### src/nns_div.sv
// Pipelined restoring divider, one quotient bit per stage.
// The dividend's bits above QW must already be below the divisor.
module nns_div #(
    parameter int NW = 25,
    parameter int DW = 13,
    parameter int QW = 13,
    parameter int PW = 8
) (
    input  logic          i_clk,
    input  logic          i_rst_n,
    input  logic          i_en,
    input  logic          i_valid,
    input  logic [NW-1:0] i_dividend,
    input  logic [DW-1:0] i_divisor,
    input  logic [PW-1:0] i_payload,
    output logic          o_valid,
    output logic [QW-1:0] o_quotient,
    output logic [DW-1:0] o_remainder,
    output logic [PW-1:0] o_payload
);

    logic [DW-1:0] s_rem [QW+1];
    logic [QW-1:0] s_qd  [QW+1];
    logic [PW-1:0] s_pay [QW+1];
    logic [QW:0]   s_vld;

    assign s_rem[0] = DW'(i_dividend >> QW);
    assign s_qd[0]  = i_dividend[QW-1:0];
    assign s_pay[0] = i_payload;
    assign s_vld[0] = i_valid;

    for (genvar k = 0; k < QW; k++) begin : g_stage
        logic [DW:0]   trial;
        logic [DW:0]   diff;
        logic          take;
        logic [DW-1:0] n_rem;
        logic [DW-1:0] r_rem;
        logic [QW-1:0] r_qd;
        logic [PW-1:0] r_pay;
        logic          r_vld;

        assign trial = {s_rem[k], s_qd[k][QW-1]};
        assign diff  = trial - {1'b0, i_divisor};
        assign take  = (trial >= {1'b0, i_divisor});
        assign n_rem = take ? diff[DW-1:0] : trial[DW-1:0];

        always_ff @(posedge i_clk) begin
            if (!i_rst_n) begin
                r_vld <= 1'b0;
            end else if (i_en) begin
                r_vld <= s_vld[k];
            end
        end

        always_ff @(posedge i_clk) begin
            if (i_en) begin
                r_rem <= n_rem;
                r_qd  <= (s_qd[k] << 1) | QW'(take);
                r_pay <= s_pay[k];
            end
        end

        assign s_rem[k+1] = r_rem;
        assign s_qd[k+1]  = r_qd;
        assign s_pay[k+1] = r_pay;
        assign s_vld[k+1] = r_vld;
    end

    assign o_valid     = s_vld[QW];
    assign o_quotient  = s_qd[QW];
    assign o_remainder = s_rem[QW];
    assign o_payload   = s_pay[QW];

endmodule

### config.mk
export PLATFORM = sky130hd
export DESIGN_NAME = nns_div
export DESIGN_NICKNAME = d
export VERILOG_FILES = /design/src/nns_div.sv
export SDC_FILE = /design/constraint.sdc
export NUM_CORES = 1
export LEC_CHECK = 0
export BUFFER_PORTS_ARGS = -buffer_cell sky130_fd_sc_hd__buf_2
export CAP_MARGIN = 25
export CORE_AREA = 2 2 212 214
export DETAILED_ROUTE_END_ITERATION = 10
export DIE_AREA = 0 0 214 216
export PLACE_DENSITY = 0.71
export SLEW_MARGIN = 20
export SYNTH_ARGS = -nofsm -noshare
export SYNTH_HDL_FRONTEND = slang
export SYNTH_SLANG_ARGS = --single-unit
### constraint.sdc
create_clock -name i_clk -period 6.3 [get_ports i_clk]
set_input_delay 0 -clock i_clk [delete_from_list [all_inputs] [get_ports i_clk]]
set_output_delay 0 -clock i_clk [all_outputs]
set_load 0.02 [all_outputs]
==> results.md <==
- Max-cap violations: 0
- Critical Path Start Type: flip-flop
- H-tree lvl count: 2
- Period utilisation layout: 52.16%
- Half-perimeter wire length after detailed placement: between 30000 and 40000 microns
- Routed metal-1 wire length: 21130 microns
- Clock Skew: between 15 and 20 ps
- Slew at the pin with the worst max-slew slack: 942.8 ps
- Nets: 2213
- EDFF count, synth: ~440
- First-pass GRT wire length: between 70000 and 80000 microns
- Antenna diodes: 0
- Utilization after layout: 61.83%
- Synth Warn #: 0
- Seq pwr share: 36.2%
- CTS root buf: clkbuf_16
- Die Y: 216 microns
- Ys flop type: edfxtp_1
- Drt total wl: between 40000 and 50000 microns
- Core ar.: around 44000 sq um
- Critical path endpoint category: flip-flop
- DR vias/cell: 5.735
- Sequential fraction of the synthesis area: 56.56%
- Leading area contributor after synthesis: edfxtp_1
- Die width: 214 microns
- Switching Share: roughly a third
- Max-slew headroom: between 30% and 40%
- Fraction of layout instances using a drive strength above 1: 15.95%
- Slowest cell delay on critical path: between 700 and 800 ps
- CP Cell Sequence: inv_1 -> ha_1 -> fa_1 -> nand2b_1 -> a211oi_1 -> o21bai_1 -> and2_1 -> a21oi_2 -> mux2_2
- Top cells by area, synth: edfxtp_1 55%, ha_1 8.8%, mux2_2 6.0%, xnor2_1 3.1%, mux2i_1 2.2%
- Critical Path RT: between 6000 and 7000 ps
- Routed wl met2: 22580 microns
- Power share of the clock group: between 20% and 30%
- Fin Setup TNS: 0 ps
- Share of total power in combinational logic: a little over two fifths
- RSZ-0062 raised after global routing: no
- Synth top area share: 55.47%
- Drt drc: 0
- Area Overhead vs Synth: 13.27%
- Initial Util: a little over half
- Clock buffer depth: 3
- Outcome: finished with violations
- Total power: about 13000 uW
- P_leak: around 0.011 uW
- Max VDD drop: 0.2424 mV
- CP max stage cell: a21oi_2
- DR iter-0 viols: 941
- Final Instance Area: 27100 sq um
- Distinct cell type count after synthesis: 67
- Peak Freq: 0.3043 GHz
- Grt total ovfl: 0
- Vias in the first global route: 14862
- DR WL/cell: ~18 microns
- Hold WS: -6.378 ps
- Most frequent cells in the layout: 442 x edfxtp_1, 169 x ha_1, 127 x mux2_2
- DR pass1 iterations: 5
- DR WL met3: 2135 microns
- Initial antenna violation count: 0
- Setup bufs post-CTS: 0
- Largest net degree at the start of global routing: 180
- CTS tree: done
- Post-CTS sizing: 0
- Min Clock Period, post-route: around 3300 ps
- Post-cts hold buffer count: 36
- Crit Path Class: flip-flop to flip-flop
- Crit Path Max Fanout: 14
- CTS Sinks: about 460
- Worst-skew pair later-pin latency: slightly below 600 ps
- Area post-placement: 25200 sq um
- Power Internal: between 8000 and 9000 uW
- Net Switching: ~4400 uW
- Most common cell after layout, fill and taps aside: edfxtp_1
- Synth Net Count: between 2000 and 2500
- Row Count: between 70 and 80
- Clock slew at reported path FFs: roughly 60 ps
- #FFs+latches synth: around 460
- Crit path arrival time: ~3600 ps
- GP Congestion: between 0.9 and 1
- Post-DRT Antenna Nets: 0
- Tot GR Track Use: roughly a fifth
- Fraction of registers with async set/reset: 0%
- Mapped Cells: about 1800
- I/O pins: 85
- Highest metal used: met4
- Hold Crit Class: primary input to flip-flop
- Max Slew Vio Count: 0
- Setup slack at placement: 2774 ps
- Final worst slack: about 3000 ps
- Port Buffers: 84
- Die area: 46220 sq um
- Num CTS Buffers: between 40 and 50
- Final Setup Violations: 0
- Mean Syn Cell Area: ~13 sq um
- Power per cell area: about 480 nW/um^2
- Final hold violation count: 5
- Synthesized cell area: roughly 24000 sq um
- Failing checks: negative hold slack
- Via count: ~15000
## worst paths after layout
check                           startpoint                            end  slack (ps)  depth (start not counted)
max          g_stage[6].r_qd[12]$_DFFE_PP_  g_stage[7].r_rem[8]$_DFFE_PP_        3010                          9
min                                   i_en   g_stage[0].r_qd[7]$_DFFE_PP_          -6                          1
max reg2reg  g_stage[6].r_qd[12]$_DFFE_PP_  g_stage[7].r_rem[8]$_DFFE_PP_        3010                          9
min reg2reg  g_stage[6].r_pay[2]$_DFFE_PP_  g_stage[7].r_pay[2]$_DFFE_PP_         410                          0
## power groups by stage
stage / Combinational [uW] / Sequential (uW) / Clock [uW]
floorplan: 4370 / 4690 / 0
global placement: 5290 / 4780 / 0
detailed placement: 5470 / 4800 / 0
CTS: 5540 / 4740 / 2870
global route: 6140 / 4800 / 2970
finish: 5570 / 4730 / 2780
## cells by family after synthesis
| kind of cell | after synthesis | share of synthesized area (%) |
|---|---|---|
| AO/OA/AOI/OAI | 403 | 11.43 |
| XOR/XNOR | 108 | 3.953 |
| adder cells (fa/ha/maj) | 182 | 9.925 |
| buffers and inverters | 103 | 1.752 |
| flip-flops | 455 | 56.56 |
| multiplexers | 184 | 8.466 |
| AND/OR/NAND/NOR | 373 | 7.912 |
## state kept, by name, summed over array words and instances (netlist names)
name and flops:
g_stage.r_pay 96, g_stage.r_qd 156, g_stage.r_rem 156, g_stage.r_vld 12, o_payload 8, o_quotient 13, o_remainder 13, o_valid 1
## final cells by class
cell class	count	area [sq um]
Timing Repair Buffer	146	1015
Sequential cell	455	13530
Inverter	79	296.5
Fill cell	3342	16730
Clock inverter	31	282.8
Multi-Input combinational cell	1250	9975
Clock buffer	58	1260
Tap cell	592	740.7
## worst max-delay path: cells and delay by family (launching register included)
kind                     cells  cell delay [ps]
AO/OA/AOI/OAI                3             1190
adder cells (fa/ha/maj)      2              620
buffers and inverters        1               50
flip-flops                   1              320
multiplexers                 1              420
AND/OR/NAND/NOR              2              410
## cells in the mapped netlist (27+ instances only)
| cell type | count |
|---|---|
| inv_1 | 79 |
| o21a_1 | 33 |
| nand2b_1 | 39 |
| edfxtp_1 | 442 |
| ha_1 | 169 |
| nor2b_1 | 36 |
| a211oi_1 | 40 |
| o211ai_1 | 27 |
| xnor2_1 | 85 |
| nor2_1 | 99 |
| o21ai_0 | 59 |
| mux2i_1 | 52 |
| mux2_2 | 127 |
| a21o_1 | 63 |
| nand2_1 | 65 |
| nand3_1 | 32 |
| a21oi_1 | 101 |
## per-layer routing
layer,vias up,track usage [%]
met1,7231,26.82
met3,103,3.030
met4,0,8.298
met2,310,34.24
met5,-,0
li1,7329,-
## per-stage QoR
stage,hold slack (ps),instances
after floorplan,98.87,1808
after global placement,176.0,2485
after detailed placement,178.3,2486
after CTS,23.14,2611
after global routing,59.12,2611
final,-6.378,2611
Power figures use the tool's default switching activity.
